`config.mk`:
```
export PLATFORM = sky130hd
export DESIGN_NAME = lidar_scan_frame_parser_flat
export DESIGN_NICKNAME = d
export VERILOG_FILES = /design/src/hw/rtl/lsfp_pkg.sv /design/src/hw/rtl/lsfp_if.sv /design/src/hw/rtl/lidar_scan_frame_parser.sv /design/src/hw/rtl/lsfp_out_stage.sv /design/src/flat_wrapper.sv
export SDC_FILE = /design/constraint.sdc
export NUM_CORES = 1
export LEC_CHECK = 0
export ABC_AREA = 1
export BUFFER_PORTS_ARGS = -buffer_cell sky130_fd_sc_hd__buf_2
export CORE_MARGIN = 3
export CORE_UTILIZATION = 55
export CTS_CLUSTER_DIAMETER = 60
export CTS_CLUSTER_SIZE = 8
export DETAILED_ROUTE_END_ITERATION = 6
export PLACE_DENSITY = 0.74
export SLEW_MARGIN = 20
export SYNTH_ARGS = -nofsm -noshare
export SYNTH_HDL_FRONTEND = slang
export SYNTH_SLANG_ARGS = --single-unit
```
`constraint.sdc`:
```
create_clock -name clk -period 14 [get_ports clk]
set_clock_uncertainty 0.1 [all_clocks]
set_input_delay 0.7 -clock clk [delete_from_list [all_inputs] [get_ports clk]]
set_output_delay 0.7 -clock clk [all_outputs]
set_load 0.05 [all_outputs]
```
`src/hw/rtl/lsfp_pkg.sv`:
```
// Package for the laser scan frame parser: frame layout constants,
// the result record type and the divide-by-ten helper.
// No dependencies.
package lsfp_pkg;

  localparam int PACKET_BYTES = 42;
  localparam int FRAME_BYTES = 2520;
  localparam int PACKETS_PER_FRAME = FRAME_BYTES / PACKET_BYTES;
  localparam int GROUP_BYTES = 6;
  localparam int GROUPS_PER_PACKET = 6;
  localparam int GROUP_START = 4;

  localparam int PKT_W = $clog2(PACKETS_PER_FRAME);
  localparam int OFF_W = $clog2(PACKET_BYTES);
  localparam int GRP_W = $clog2(GROUPS_PER_PACKET + 1);
  localparam int SUB_W = $clog2(GROUP_BYTES);

  localparam logic [7:0] SYNC0 = 8'hFA;
  localparam logic [7:0] SYNC1 = 8'hA0;
  localparam logic [8:0] ANGLE_TOP = 9'd359;

  // Byte offsets inside a packet.
  localparam logic [OFF_W-1:0] OFF_START = OFF_W'(0);
  localparam logic [OFF_W-1:0] OFF_INDEX = OFF_W'(1);
  localparam logic [OFF_W-1:0] OFF_SPEED_LO = OFF_W'(2);
  localparam logic [OFF_W-1:0] OFF_SPEED_HI = OFF_W'(3);
  localparam logic [OFF_W-1:0] OFF_GROUPS_END =
    OFF_W'(GROUP_START + GROUPS_PER_PACKET * GROUP_BYTES - 1);
  localparam logic [OFF_W-1:0] OFF_LAST = OFF_W'(PACKET_BYTES - 1);
  localparam logic [PKT_W-1:0] PKT_LAST = PKT_W'(PACKETS_PER_FRAME - 1);

  // Byte positions inside a six-byte reading group.
  localparam logic [SUB_W-1:0] SUB_INT_LO = SUB_W'(0);
  localparam logic [SUB_W-1:0] SUB_INT_HI = SUB_W'(1);
  localparam logic [SUB_W-1:0] SUB_RANGE_LO = SUB_W'(2);
  localparam logic [SUB_W-1:0] SUB_RANGE_HI = SUB_W'(3);
  localparam logic [SUB_W-1:0] SUB_LAST = SUB_W'(GROUP_BYTES - 1);

  localparam logic KIND_READING = 1'b0;
  localparam logic KIND_SUMMARY = 1'b1;

  typedef struct packed {
    logic        kind;
    logic [8:0]  angle_index;
    logic [15:0] range_mm;
    logic [15:0] intensity;
    logic [12:0] rpm;
    logic [5:0]  good_packets;
    logic [21:0] speed_sum;
  } lsfp_result_t;

  // Exact x / 10 for any 16-bit x: multiply by ceil(2^19 / 10) and shift.
  function automatic logic [12:0] div10(input logic [15:0] x);
    logic [31:0] prod;
    prod = 32'(x) * 32'd52429;
    return prod[31:19];
  endfunction

endpackage

```
`src/hw/rtl/lsfp_if.sv`:
```
// Channel interfaces of the laser scan frame parser: the received byte
// stream and the result stream. No dependencies.
interface lsfp_in_if;
  logic       valid;
  logic       ready;
  logic [7:0] rx_byte;

  modport source (output valid, output rx_byte, input ready);
  modport sink (input valid, input rx_byte, output ready);
endinterface

interface lsfp_out_if;
  logic        valid;
  logic        ready;
  logic        kind;
  logic [8:0]  angle_index;
  logic [15:0] range_mm;
  logic [15:0] intensity;
  logic [12:0] rpm;
  logic [5:0]  good_packets;
  logic [21:0] speed_sum;

  modport source (output valid, output kind, output angle_index, output range_mm,
                  output intensity, output rpm, output good_packets,
                  output speed_sum, input ready);
  modport sink (input valid, input kind, input angle_index, input range_mm,
                input intensity, input rpm, input good_packets,
                input speed_sum, output ready);
endinterface

```
`src/hw/rtl/lidar_scan_frame_parser.sv`:
```
// Byte-serial frame parser for a rotating laser range sensor, top level.
// Depends on lsfp_pkg, lsfp_if and lsfp_out_stage.
//
// The parser takes one received byte per transfer and can take a byte in
// every clock cycle; each byte is handled in the cycle it is accepted and
// its result, if any, is in the result register on the next cycle. The
// only thing that stops input is a full result register whose result is
// not being taken. While hunting it looks for the sync pair 0xFA 0xA0,
// which is also the start of packet 0 of a frame of 60 packets of 42
// bytes. A packet is good when its first byte is 0xFA and its second is
// 0xA0 plus the packet number; packet 0 is always good. For a good packet
// the little-endian speed word is added to a running total and the packet
// is counted, and each of its six reading groups produces one reading
// result carrying intensity, range in millimeters, the angle slot
// 359 minus the reading index, and the speed word divided by ten.
// Bad packets are skipped without results. After the last byte of the
// frame one summary result carries the good-packet count and the speed
// total, and the parser goes back to hunting. Checksums are not checked.
module lidar_scan_frame_parser (
  input  logic       clk,
  input  logic       rst,
  lsfp_in_if.sink    rx,
  lsfp_out_if.source res
);
  import lsfp_pkg::*;

  // Parser state.
  logic             seen_sync;
  logic             in_frame;
  logic [PKT_W-1:0] pkt;
  logic [OFF_W-1:0] off;
  logic [GRP_W-1:0] grp;
  logic [SUB_W-1:0] sub;
  logic             packet_ok;
  logic [5:0]       good_count;
  logic [21:0]      speed_total;

  // Payload holding registers.
  logic [7:0]  speed_lo;
  logic [12:0] rpm;
  logic [15:0] intensity_hold;
  logic [7:0]  range_low_hold;

  logic         can_take;
  logic         fire;
  logic [7:0]   b;
  logic [15:0]  speed_full;
  logic         in_groups;
  logic         last_byte;
  logic         emit;
  logic [8:0]   reading_idx;
  lsfp_result_t result;

  assign rx.ready = can_take;
  assign fire     = rx.valid && rx.ready;
  assign b        = rx.rx_byte;

  assign speed_full  = {b, speed_lo};
  assign in_groups   = (off >= OFF_W'(GROUP_START)) && (off <= OFF_GROUPS_END);
  assign last_byte   = in_frame && (pkt == PKT_LAST) && (off == OFF_LAST);
  // Six readings per packet: index = 6 * packet + group.
  assign reading_idx = {1'b0, pkt, 2'b00} + {2'b00, pkt, 1'b0} + 9'(grp);

  always_comb begin
    result = '0;
    emit   = 1'b0;
    if (in_frame) begin
      if (last_byte) begin
        emit                = 1'b1;
        result.kind         = KIND_SUMMARY;
        result.good_packets = good_count;
        result.speed_sum    = speed_total;
      end else if (in_groups && sub == SUB_RANGE_HI && packet_ok) begin
        emit               = 1'b1;
        result.kind        = KIND_READING;
        result.angle_index = ANGLE_TOP - reading_idx;
        result.range_mm    = {b, range_low_hold};
        result.intensity   = intensity_hold;
        result.rpm         = rpm;
      end
    end
  end

  // Control state.
  always_ff @(posedge clk) begin
    if (rst) begin
      seen_sync   <= 1'b0;
      in_frame    <= 1'b0;
      pkt         <= '0;
      off         <= '0;
      grp         <= '0;
      sub         <= '0;
      packet_ok   <= 1'b0;
      good_count  <= '0;
      speed_total <= '0;
    end else if (fire) begin
      if (!in_frame) begin
        if (!seen_sync) begin
          seen_sync <= (b == SYNC0);
        end else begin
          // A broken pair always drops back to looking for the first byte.
          seen_sync <= 1'b0;
          if (b == SYNC1) begin
            in_frame    <= 1'b1;
            pkt         <= '0;
            off         <= OFF_SPEED_LO;
            packet_ok   <= 1'b1;
            good_count  <= '0;
            speed_total <= '0;
          end
        end
      end else begin
        case (off)
          OFF_START: begin
            packet_ok <= (b == SYNC0);
          end
          OFF_INDEX: begin
            if (b != SYNC1 + 8'(pkt)) begin
              packet_ok <= 1'b0;
            end
          end
          OFF_SPEED_HI: begin
            grp <= '0;
            sub <= '0;
            if (packet_ok) begin
              good_count  <= good_count + 6'd1;
              speed_total <= speed_total + 22'(speed_full);
            end
          end
          default: begin
            if (in_groups) begin
              if (sub == SUB_LAST) begin
                sub <= '0;
                grp <= grp + GRP_W'(1);
              end else begin
                sub <= sub + SUB_W'(1);
              end
            end
          end
        endcase

        if (last_byte) begin
          in_frame <= 1'b0;
          pkt      <= '0;
          off      <= '0;
        end else if (off == OFF_LAST) begin
          off <= '0;
          pkt <= pkt + PKT_W'(1);
        end else begin
          off <= off + OFF_W'(1);
        end
      end
    end
  end

  // Payload capture; these registers are always written before they are read.
  always_ff @(posedge clk) begin
    if (fire && in_frame) begin
      if (off == OFF_SPEED_LO) begin
        speed_lo <= b;
      end
      if (off == OFF_SPEED_HI) begin
        rpm <= div10(speed_full);
      end
      if (in_groups) begin
        case (sub)
          SUB_INT_LO:   intensity_hold <= {8'h00, b};
          SUB_INT_HI:   intensity_hold <= {b, intensity_hold[7:0]};
          SUB_RANGE_LO: range_low_hold <= b;
          default:      ;
        endcase
      end
    end
  end

  lsfp_out_stage u_out (
    .clk      (clk),
    .rst      (rst),
    .load     (fire && emit),
    .result   (result),
    .can_take (can_take),
    .res      (res)
  );

  // Offset, packet and group-byte counters stay inside the frame layout.
  assert property (@(posedge clk) disable iff (rst)
    in_frame |-> (off <= OFF_LAST) && (pkt <= PKT_LAST) && (sub <= SUB_LAST))
    else $error("frame counters out of range");

  // The last frame byte always ends the frame.
  assert property (@(posedge clk) disable iff (rst)
    (fire && last_byte) |=> !in_frame)
    else $error("frame did not end after its last byte");

  // No more good packets can have been counted than packets begun.
  assert property (@(posedge clk) disable iff (rst)
    in_frame |-> (7'(good_count) <= 7'(pkt) + 7'd1))
    else $error("good packet count exceeds packet number");

  // Hunting never yields a result.
  assert property (@(posedge clk) disable iff (rst)
    !in_frame |-> !emit)
    else $error("result produced while hunting");

endmodule

```
`src/hw/rtl/lsfp_out_stage.sv`:
```
// Result register of the laser scan frame parser: holds one result until
// the sink takes it. Depends on lsfp_pkg and lsfp_if.
module lsfp_out_stage (
  input  logic                 clk,
  input  logic                 rst,
  input  logic                 load,
  input  lsfp_pkg::lsfp_result_t result,
  output logic                 can_take,
  lsfp_out_if.source           res
);
  import lsfp_pkg::*;

  logic         valid;
  lsfp_result_t held;

  // A new result may enter when the register is empty or drains this cycle.
  assign can_take = !valid || res.ready;

  always_ff @(posedge clk) begin
    if (rst) begin
      valid <= 1'b0;
    end else if (can_take) begin
      valid <= load;
    end
  end

  always_ff @(posedge clk) begin
    if (load && can_take) begin
      held <= result;
    end
  end

  assign res.valid        = valid;
  assign res.kind         = held.kind;
  assign res.angle_index  = held.angle_index;
  assign res.range_mm     = held.range_mm;
  assign res.intensity    = held.intensity;
  assign res.rpm          = held.rpm;
  assign res.good_packets = held.good_packets;
  assign res.speed_sum    = held.speed_sum;

endmodule
```
`src/flat_wrapper.sv`:
```
// flat-port wrapper written by rule: the top's interface ports become plain ports
module lidar_scan_frame_parser_flat import lsfp_pkg::*;
  (clk, rst, rx_valid, rx_rx_byte, rx_ready, res_valid, res_kind, res_angle_index, res_range_mm, res_intensity, res_rpm, res_good_packets, res_speed_sum, res_ready);
  lsfp_in_if rx_i ();
  lsfp_out_if res_i ();
  input  logic clk;
  input  logic rst;
  input wire logic [$bits(rx_i.valid)-1:0] rx_valid;
  input wire logic [$bits(rx_i.rx_byte)-1:0] rx_rx_byte;
  output wire logic [$bits(rx_i.ready)-1:0] rx_ready;
  output wire logic [$bits(res_i.valid)-1:0] res_valid;
  output wire logic [$bits(res_i.kind)-1:0] res_kind;
  output wire logic [$bits(res_i.angle_index)-1:0] res_angle_index;
  output wire logic [$bits(res_i.range_mm)-1:0] res_range_mm;
  output wire logic [$bits(res_i.intensity)-1:0] res_intensity;
  output wire logic [$bits(res_i.rpm)-1:0] res_rpm;
  output wire logic [$bits(res_i.good_packets)-1:0] res_good_packets;
  output wire logic [$bits(res_i.speed_sum)-1:0] res_speed_sum;
  input wire logic [$bits(res_i.ready)-1:0] res_ready;
  assign rx_i.valid = rx_valid;
  assign rx_i.rx_byte = rx_rx_byte;
  assign rx_ready = rx_i.ready;
  assign res_valid = res_i.valid;
  assign res_kind = res_i.kind;
  assign res_angle_index = res_i.angle_index;
  assign res_range_mm = res_i.range_mm;
  assign res_intensity = res_i.intensity;
  assign res_rpm = res_i.rpm;
  assign res_good_packets = res_i.good_packets;
  assign res_speed_sum = res_i.speed_sum;
  assign res_i.ready = res_ready;
  lidar_scan_frame_parser u_core (.clk(clk), .rst(rst), .rx(rx_i), .res(res_i));
endmodule
```
==> results of run 1 <==
[kinds of logic after synthesis]
group	share of synthesized area
xor gates and xnor gates	0.0107
adders and majority gates	0.276
DFF	0.347
AOI/OAI and AO/OA	0.0570
and+or+nand+nor	0.202
buffers and inverters	0.108
[power groups by stage]
stage / Clock (mW) / Combinational (mW) / Sequential [mW]
floorplan: 0 / 0.527 / 0.593
global placement: 0 / 0.751 / 0.592
detailed placement: 0 / 0.752 / 0.592
CTS: 0.493 / 0.757 / 0.580
global route: 0.515 / 0.865 / 0.580
finish: 0.487 / 0.764 / 0.580
[critical path, cell delays in order]
cell	delay (ps)
buf_2	290
inv_1	310
ha_1	410
ha_1	340
fa_1	550
inv_1	60
fa_1	520
inv_1	50
fa_1	530
inv_1	60
fa_1	560
inv_1	50
ha_1	360
a21oi_1	220
o21ai_0	150
a21oi_1	270
nor2_1	80
nor2_1	120
nand2_1	60
nand2_1	60
nand2_1	40
[worst min path at each step]
stage	cells past startpoint	endpoint	from	slack (ps)
after detailed placement	2	u_core.speed_total[15]	u_core.speed_total[15]	380
after CTS	2	u_core.speed_total[15]	u_core.speed_total[15]	390
final	2	u_core.speed_total[15]	u_core.speed_total[15]	400
after global routing	2	u_core.good_count[5]	u_core.good_count[5]	410
after floorplan	2	u_core.speed_total[10]	u_core.speed_total[10]	360
after global placement	2	u_core.speed_total[0]	u_core.speed_total[0]	370
[area by class of cell]
cell class / count / area, µm²
clock buffers: 17 / 425
clock inverters: 15 / 178
fillers: 2147 / 9230
inverters: 368 / 1390
multi-input cells: 1072 / 7620
flip-flops and latches: 178 / 4840
well taps: 324 / 405
repair buffers: 101 / 518
[cell usage in the layout (no fill, tap or decap), drive strengths merged, types with 7 or more instances in the layout]
master / synthesis / final
xor2: 12 / 12
edfxtp: 128 / 128
a21oi: 88 / 88
o21bai: 8 / 8
ha: 173 / 173
nand4: 12 / 12
o21ai: 36 / 36
dfxtp: 50 / 50
buf: 12 / 101
nand3: 77 / 77
nor2: 206 / 206
or2: 7 / 7
nor3: 25 / 25
inv: 367 / 374
fa: 84 / 84
clkbuf: 7 / 17
clkinv: 1 / 8
nand2: 317 / 317
[per-layer routing]
metal	up-vias	track usage	wire, µm
met5	-	0	0
met4	0	0.0618	479
li1	5359	-	-
met2	353	0.400	15600
met3	31	0.0362	2280
met1	5147	0.389	16100
[through the flow]
stage,util,total power [mW]
CTS,0.625,1.83
global route,0.625,1.96
detailed placement,0.600,1.34
global placement,0.600,1.34
floorplan,-,1.12
finish,0.625,1.83
[state kept, by name, summed over array words and instances, names as in the netlist, 6 cells and up]
signal	cells
u_core.u_out.res.good_packets	6
u_core.rpm	13
u_core.range_low_hold	8
u_core.speed_total	22
u_core.intensity_hold	16
u_core.u_out.res.rpm	13
u_core.speed_lo	8
u_core.good_count	6
u_core.u_out.res.range_mm	16
u_core.off	6
u_core.u_out.res.angle_index	9
u_core.u_out.res.intensity	16
u_core.pkt	6
u_core.u_out.res.speed_sum	22
==> results.yml, run 1 <==
power:
  p_per_area_mw_per_mm2: 119
  switching_share: 0.411
  p_comb_frac: 0.417
  power_switching_mw: 0.752
  seq_power_share: 0.317
  p_int_mw: 1.08
  ir_drop_mv: 0.107
  power.share.clock: 0.266
  leakage_nw: 7.47
synthesis:
  syn_inst: 1637
  syn_avg_cell_area_um2: 8.52
  synth-main-ff-cell: "edfxtp_1"
  synthTopCellsByCount: "inv_1, nand2_1, nor2_1"
  yosys.area.top_type_share: 0.275
  synth.most_common_cell: "inv_1"
  netlist_area_mm2: 0.0140
  synth_seq_cells: 178
  yosysWarnings: 0
  synth_fp_nets: 1906
  synth_edf_count: 128
  ys_seq_area_frac: 0.347
  netlist_top_cells_area: "edfxtp_1, ha_1, fa_1"
  synth.distinct_cells: 44
  synthArstFlopShare: 0
  synth_top_area_cell: "edfxtp_1"
die:
  die_x_um: 165
  core_mm2: 0.0246
  dieArea_mm2: 0.0273
  rows: 57
  die_h_um: 165
  ios: 97
  start_util: 0.567
route:
  avgRoutedWirePerCell_um: 16.6
  ant_nets: 0
  vias: 10900
  wl_mm: 34.5
  drc: 0
  dr.pass1.iters: 5
  avgViaCountPerCell: 5.25
  drt_iter0_markers: 851
clock_tree:
  cts_buffers: 17
  clk_latency_ps: 450
  htreeDepth: 4
  hold_buffers: 0
  post_cts.repair.setup_buffers: 0
  cts_resized: 0
  cts_tree: "done"
  clockBufferDepth: 2
  cts-root-buf: "clkbuf_16"
  clkTransAtPathRegs_ps: 70
  cts_sinks: 178
sta:
  fin_crit_ps: 5680
  worstMarginPinSlew_ps: 916
  drv_slew: 0
  setup_violations: 0
  max_slew_margin: 0.389
  worst_slack_ps: 8320
  fin_crit_sh: 0.406
  hold_viol_final: 0
  holdWs_ps: 396
  tns_ps: 0
  rsz0062_at_grt: "no"
  fmax_ghz: 0.176
critical_path:
  critPathLaunchType: "primary input"
  reg2reg_slack_ps: 8320
  crit_fanout: 10
  path_class: "in -> reg"
  r2r_start: "u_core.speed_lo[5]"
  r2r_end: "u_core.rpm[11]"
  required_ps: 14100
  worstSetupEndpointType: "flip-flop"
  arrival_ps: 5780
  cp-startpoint: "rx_rx_byte[1]"
  critPathCapture: "u_core.rpm[11]"
  r2r.worst_path.cells: 20
grt:
  grt_max_degree: 61
  antenna_found_initial: 0
  grt_usage: 0.260
  grt_pass1_wl_mm: 54.2
  first_global_vias: 10200
  overflow: 0
layout:
  layout.nets: 2007
  antenna_cells: 0
  fin_area_mm2: 0.0154
  fin_cells: 2075
  syn_to_final_growth_pct: 10.2
  drive_gt1_frac: 0.103
placement:
  detailed_place_hpwl_mm: 27.5
  portBuffers: 96
  dp_slack_ps: 7880
  dp_cells: 2043
  placed_area_mm2: 0.0148
  gp_congestion: 0.974
status:
  status: "finished, final reports clean"
min_path:
  min_path_type: "reg -> reg"
flow_run:
  drv_cap: 0
No activity file was read; power rests on OpenSTA's default activity.
==> run 2: changes to the inputs <==
==> constraint.sdc (replaced) <==
create_clock -name clk -period 5.8 [get_ports clk]
set_clock_uncertainty 0.1 [all_clocks]
set_input_delay 0.29 -clock clk [delete_from_list [all_inputs] [get_ports clk]]
set_output_delay 0.29 -clock clk [all_outputs]
set_load 0.05 [all_outputs]
==> run 2 against run 1 <==
Effect of this change: final cell count up 1.2%; core utilization up 0.76 points; die area unchanged; highest routed layer unchanged; clock power up 150%; sequential share of layout area down 0.38 points; global-route usage up 0.60 points; hold slack worse by 310 ps.
==> results.yml, run 2 (synthesis results as in run 1) <==
status:
  status: "finished, final reports clean"
clock_tree:
  clkTransAtPathRegs_ps: 90
  cts_sinks: 178
  clk_latency_ps: 440
  cts_buffers: 17
  cts_tree: "done"
  cts-root-buf: "clkbuf_16"
  htreeDepth: 4
  clockBufferDepth: 2
layout:
  fin_area_mm2: 0.0156
  antenna_cells: 0
  syn_to_final_growth_pct: 11.5
  ff_latch_area_mm2: 0.00484
  multiInputGateArea_mm2: 0.00763
  drive_gt1_frac: 0.117
  layout_commonest_cell: "inv_1"
  fin_cells: 2099
  layout.nets: 2031
  fill_cells: 2155
  final_cell_mix: "inv_1, nand2_1, nor2_1"
critical_path:
  worstSetupEndpointType: "flip-flop"
  crit_path_cell_trace: "ha_1, xor2_1, ha_1, fa_1, inv_1, fa_1, inv_1, fa_1, inv_1, fa_1, inv_1, ha_1, a21oi_1, o21ai_0, a21oi_1, nor2_1, nor2_1, nand2_1, nand2_1, nand2_1"
  cp-startpoint: "u_core.speed_lo[4]"
  cpPeakStageDelay_ps: 540
  critPathLaunchType: "flip-flop"
  path_class: "reg -> reg"
  cp_slowest_cell: "fa_1"
  required_ps: 5910
  reg2reg_slack_ps: 320
  r2r_end: "u_core.rpm[11]"
  r2r_start: "u_core.speed_lo[4]"
  crit_fanout: 5
  arrival_ps: 5590
  r2r.worst_path.cells: 20
  critPathCapture: "u_core.rpm[11]"
sta:
  fin_crit_ps: 5480
  hold_viol_final: 0
  rsz0062_at_grt: "no"
  max_slew_margin: 0.284
  fmax_ghz: 0.182
  tns_ps: 0
  worst_slack_ps: 316
  fin_crit_sh: 0.945
  setup_violations: 0
  drv_slew: 0
  holdWs_ps: 82.2
  worstMarginPinSlew_ps: 1070
die:
  ios: 97
  rows: 57
  die_x_um: 165
  die_h_um: 165
  core_mm2: 0.0246
  start_util: 0.567
  dieArea_mm2: 0.0273
grt:
  grt_usage: 0.266
  overflow: 0
  first_global_vias: 10500
  antenna_found_initial: 1
  grt_pass1_wl_mm: 55.4
  grt_max_degree: 66
route:
  vias: 10900
  avgViaCountPerCell: 5.19
  drc: 0
  ant_nets: 0
  dr.pass1.iters: 5
  wl_mm: 35.3
  avgRoutedWirePerCell_um: 16.8
  drt_iter0_markers: 811
placement:
  detailed_place_hpwl_mm: 28.3
  dp_cells: 2063
  dp_slack_ps: 234
  gp_congestion: 0.972
  placed_area_mm2: 0.0149
  portBuffers: 96
min_path:
  min_path_type: "in -> reg"
power:
  leakage_nw: 7.58
  ir_drop_mv: 0.251
  p_per_area_mw_per_mm2: 284
flow_run:
  drv_cap: 0
[run 2: cell count changes in the layout (fill, tap and decap cells not counted), sizes merged]
cell | previous run | this run
inv | 374 | 375
clkinv | 8 | 5
bufinv | 0 | 1
clkinvlp | 1 | 2
buf | 101 | 125
[run 2: how the worst min path moves through the flow]
stage	end	slack, ps	cells after the start	startpoint
detailed placement	u_core.speed_total[13]	380	2	u_core.speed_total[13]
finish	u_core.u_out.res.valid	80	4	res_ready
global route	u_core.range_low_hold[0]	90	1	rx_rx_byte[0]
floorplan	u_core.range_low_hold[0]	290	0	rx_rx_byte[0]
global placement	u_core.speed_total[9]	370	2	u_core.speed_total[9]
CTS	u_core.u_out.res.valid	70	4	res_ready
[run 2: through the flow]
stage | total power [mW] | utilization
finish | 4.42 | 0.632
global route | 4.72 | 0.632
CTS | 4.42 | 0.631
detailed placement | 3.22 | 0.607
global placement | 3.23 | 0.607
floorplan | 2.70 | -
[run 2: routing by layer]
metal | track usage | wire length [µm] | vias to the layer above
li1 | - | - | 5379
met1 | 0.377 | 16200 | 5150
met2 | 0.424 | 16200 | 325
met3 | 0.0536 | 2380 | 43
met4 | 0.0560 | 596 | 0
met5 | 0 | 0 | -
[run 2: worst max-delay path: cells and delay by family, from the launching register on]
family | cells | cell delay (ps)
XOR/XNOR | 1 | 200
AND/OR/NAND/NOR | 5 | 360
adder cells (fa/ha/maj) | 7 | 3240
flip-flops | 1 | 460
AO/OA/AOI/OAI | 3 | 670
buffers and inverters | 4 | 220
[run 2: where the power goes]
| part | internal (mW) | switching, mW |
|---|---|---|
| Clock | 0.614 | 0.588 |
| Combinational | 0.619 | 1.20 |
| Sequential | 1.40 | 0.00000743 |
[run 2: what timing repair did]
item / CTS / global route
endpoints found under the setup margin: 0 / 4
gates resized for setup: 0 / 1
buffers inserted: 0 / 4
hold buffers: 0 / 0
[run 2: final cells by class]
class / instances / area share
Clock buffer: 17 / 0.0273
Clock inverter: 15 / 0.0105
Inverter: 368 / 0.0891
Timing Repair Buffer: 125 / 0.0457
Sequential cell: 178 / 0.311
Multi-Input combinational cell: 1072 / 0.490
Tap cell: 324 / 0.0260
==> run 3: changes to the inputs <==
--- a/config.mk
+++ b/config.mk
@@ -12,7 +12,7 @@
 export CTS_CLUSTER_DIAMETER = 60
 export CTS_CLUSTER_SIZE = 8
 export DETAILED_ROUTE_END_ITERATION = 6
-export PLACE_DENSITY = 0.74
+export PLACE_DENSITY = 0.77
 export SLEW_MARGIN = 20
 export SYNTH_ARGS = -nofsm -noshare
 export SYNTH_HDL_FRONTEND = slang
==> constraint.sdc (replaced) <==
create_clock -name clk -period 4.55 [get_ports clk]
set_clock_uncertainty 0.1 [all_clocks]
set_input_delay 0.2275 -clock clk [delete_from_list [all_inputs] [get_ports clk]]
set_output_delay 0.2275 -clock clk [all_outputs]
set_load 0.05 [all_outputs]
==> run 3 against run 2 <==
Effect of this change: the flow now finishes with violations (setup timing); final cell count increased by 4.5%; combinational power increased by 98%; sequential power increased by 28%; critical endpoint is now u_core.rpm[8]; largest cell class unchanged; largest power group unchanged.
==> results.yml, run 3 (synthesis results as in run 1) <==
sta:
  setup_violations: 13
  fin_crit_ps: 4860
  tns_ps: -3340
  holdWs_ps: 14.5
  hold_viol_final: 0
  worstMarginPinSlew_ps: 1040
  drv_slew: 0
  max_slew_margin: 0.305
  worst_slack_ps: -315
  rsz0062_at_grt: "yes"
  fin_crit_sh: 1.07
  fmax_ghz: 0.206
layout:
  layout.nets: 2125
  post-route-util: 0.688
  fill_cells: 1985
  syn_to_final_growth_pct: 21.3
  fin_cells: 2193
  antenna_cells: 0
  drive_gt1_frac: 0.211
  multiInputGateArea_mm2: 0.00821
  layout_commonest_cell: "inv_1"
  final_cell_mix: "inv_1, nand2_1, nor2_1"
  ff_latch_area_mm2: 0.00484
die:
  ios: 97
  core_mm2: 0.0246
  rows: 57
  die_x_um: 165
  die_h_um: 165
  dieArea_mm2: 0.0273
  start_util: 0.567
critical_path:
  crit_fanout: 4
  r2r_end: "u_core.rpm[8]"
  required_ps: 4650
  critPathLaunchType: "flip-flop"
  critPathCapture: "u_core.rpm[8]"
  cp-startpoint: "u_core.speed_lo[4]"
  path_class: "reg -> reg"
  worstSetupEndpointType: "flip-flop"
  reg2reg_slack_ps: -310
  r2r.worst_path.cells: 17
  r2r_start: "u_core.speed_lo[4]"
  arrival_ps: 4960
clock_tree:
  cts_buffers: 17
  clkTransAtPathRegs_ps: 80
  htreeDepth: 4
  cts_tree: "done"
  clk_latency_ps: 440
  cts_sinks: 178
  clockBufferDepth: 2
  cts-root-buf: "clkbuf_16"
placement:
  gp_congestion: 0.961
  dp_cells: 2146
  dp_slack_ps: -458
  portBuffers: 96
  detailed_place_hpwl_mm: 28.0
grt:
  antenna_found_initial: 0
  grt_usage: 0.266
  grt_pass1_wl_mm: 56.3
  overflow: 0
  grt_max_degree: 56
  first_global_vias: 11100
route:
  avgViaCountPerCell: 5.18
  drt_iter0_markers: 896
  ant_nets: 0
  dr.pass1.iters: 5
  avgRoutedWirePerCell_um: 16.2
  vias: 11400
  wl_mm: 35.5
  drc: 0
flow_run:
  drv_cap: 0
power:
  p_per_area_mw_per_mm2: 414
  leakage_nw: 8.11
  ir_drop_mv: 0.342
min_path:
  min_path_type: "in -> reg"
status:
  status: "finished, violations left"
  violations: "setup timing"
==> run 3: metal layers <==
layer,GRT usage,wire length (µm),vias up
li1,-,-,5589
met1,0.354,15400,5349
met5,0,0,-
met2,0.454,17200,360
met4,0.0724,769,0
met3,0.0409,2200,57
==> run 3: critical path, cell delays in order (launching register included) <==
cell and delay (ps):
edfxtp_1 510, ha_4 320, inv_1 60, fa_1 500, inv_1 50, fa_1 460, fa_2 550, fa_1 430
fa_2 560, ha_4 230, a21oi_4 170, o21ai_4 100, buf_6 120, a21o_1 180, nand2_1 100, nand3_1 90
nand2_1 70, nand2_1 40
==> run 3: cell type report <==
type | instances | share of cell area
inverter | 368 | 0.0821
timing repair buffer | 219 | 0.0847
sequential | 178 | 0.286
multi-input combinational | 1072 | 0.485
clock inverter | 15 | 0.0130
tap | 324 | 0.0240
clock buffer | 17 | 0.0251
==> run 3: worst min path at each step <==
| stage | startpoint | to | slack [ps] | cells past startpoint |
|---|---|---|---|---|
| after CTS | res_ready | u_core.u_out.res.valid | 10 | 4 |
| after global routing | res_ready | u_core.u_out.res.valid | 40 | 4 |
| after floorplan | rx_rx_byte[0] | u_core.range_low_hold[0] | 230 | 0 |
| final | res_ready | u_core.u_out.res.valid | 10 | 4 |
| after detailed placement | u_core.speed_total[13] | u_core.speed_total[13] | 380 | 2 |
| after global placement | u_core.speed_total[15] | u_core.speed_total[15] | 370 | 2 |
==> run 3: stage by stage <==
| stage | area (µm²) | power [mW] |
|---|---|---|
| 2_1_floorplan | 14300 | 3.94 |
| 3_3_place_gp | 15900 | 4.95 |
| 3_5_place_dp | 15900 | 4.99 |
| 4_1_cts | 16800 | 6.86 |
| 5_1_grt | 16900 | 7.43 |
| 6_report | 16900 | 7.00 |
==> run 3: where the power goes <==
group | switching [mW] | internal [mW] | total [mW]
logic | 2.03 | 1.57 | 3.60
registers | 0.00000986 | 1.79 | 1.79
clock network | 0.725 | 0.895 | 1.62
total | 2.75 | 4.25 | 7.00
==> run 3: what timing repair did <==
action | CTS | global route
buffers inserted | 10 | 4
resized for setup | 36 | 25
endpoints found under the hold margin | 1 | 0
pin swaps | 27 | 6
setup endpoints to repair | 13 | 13
hold buffers | 1 | 0
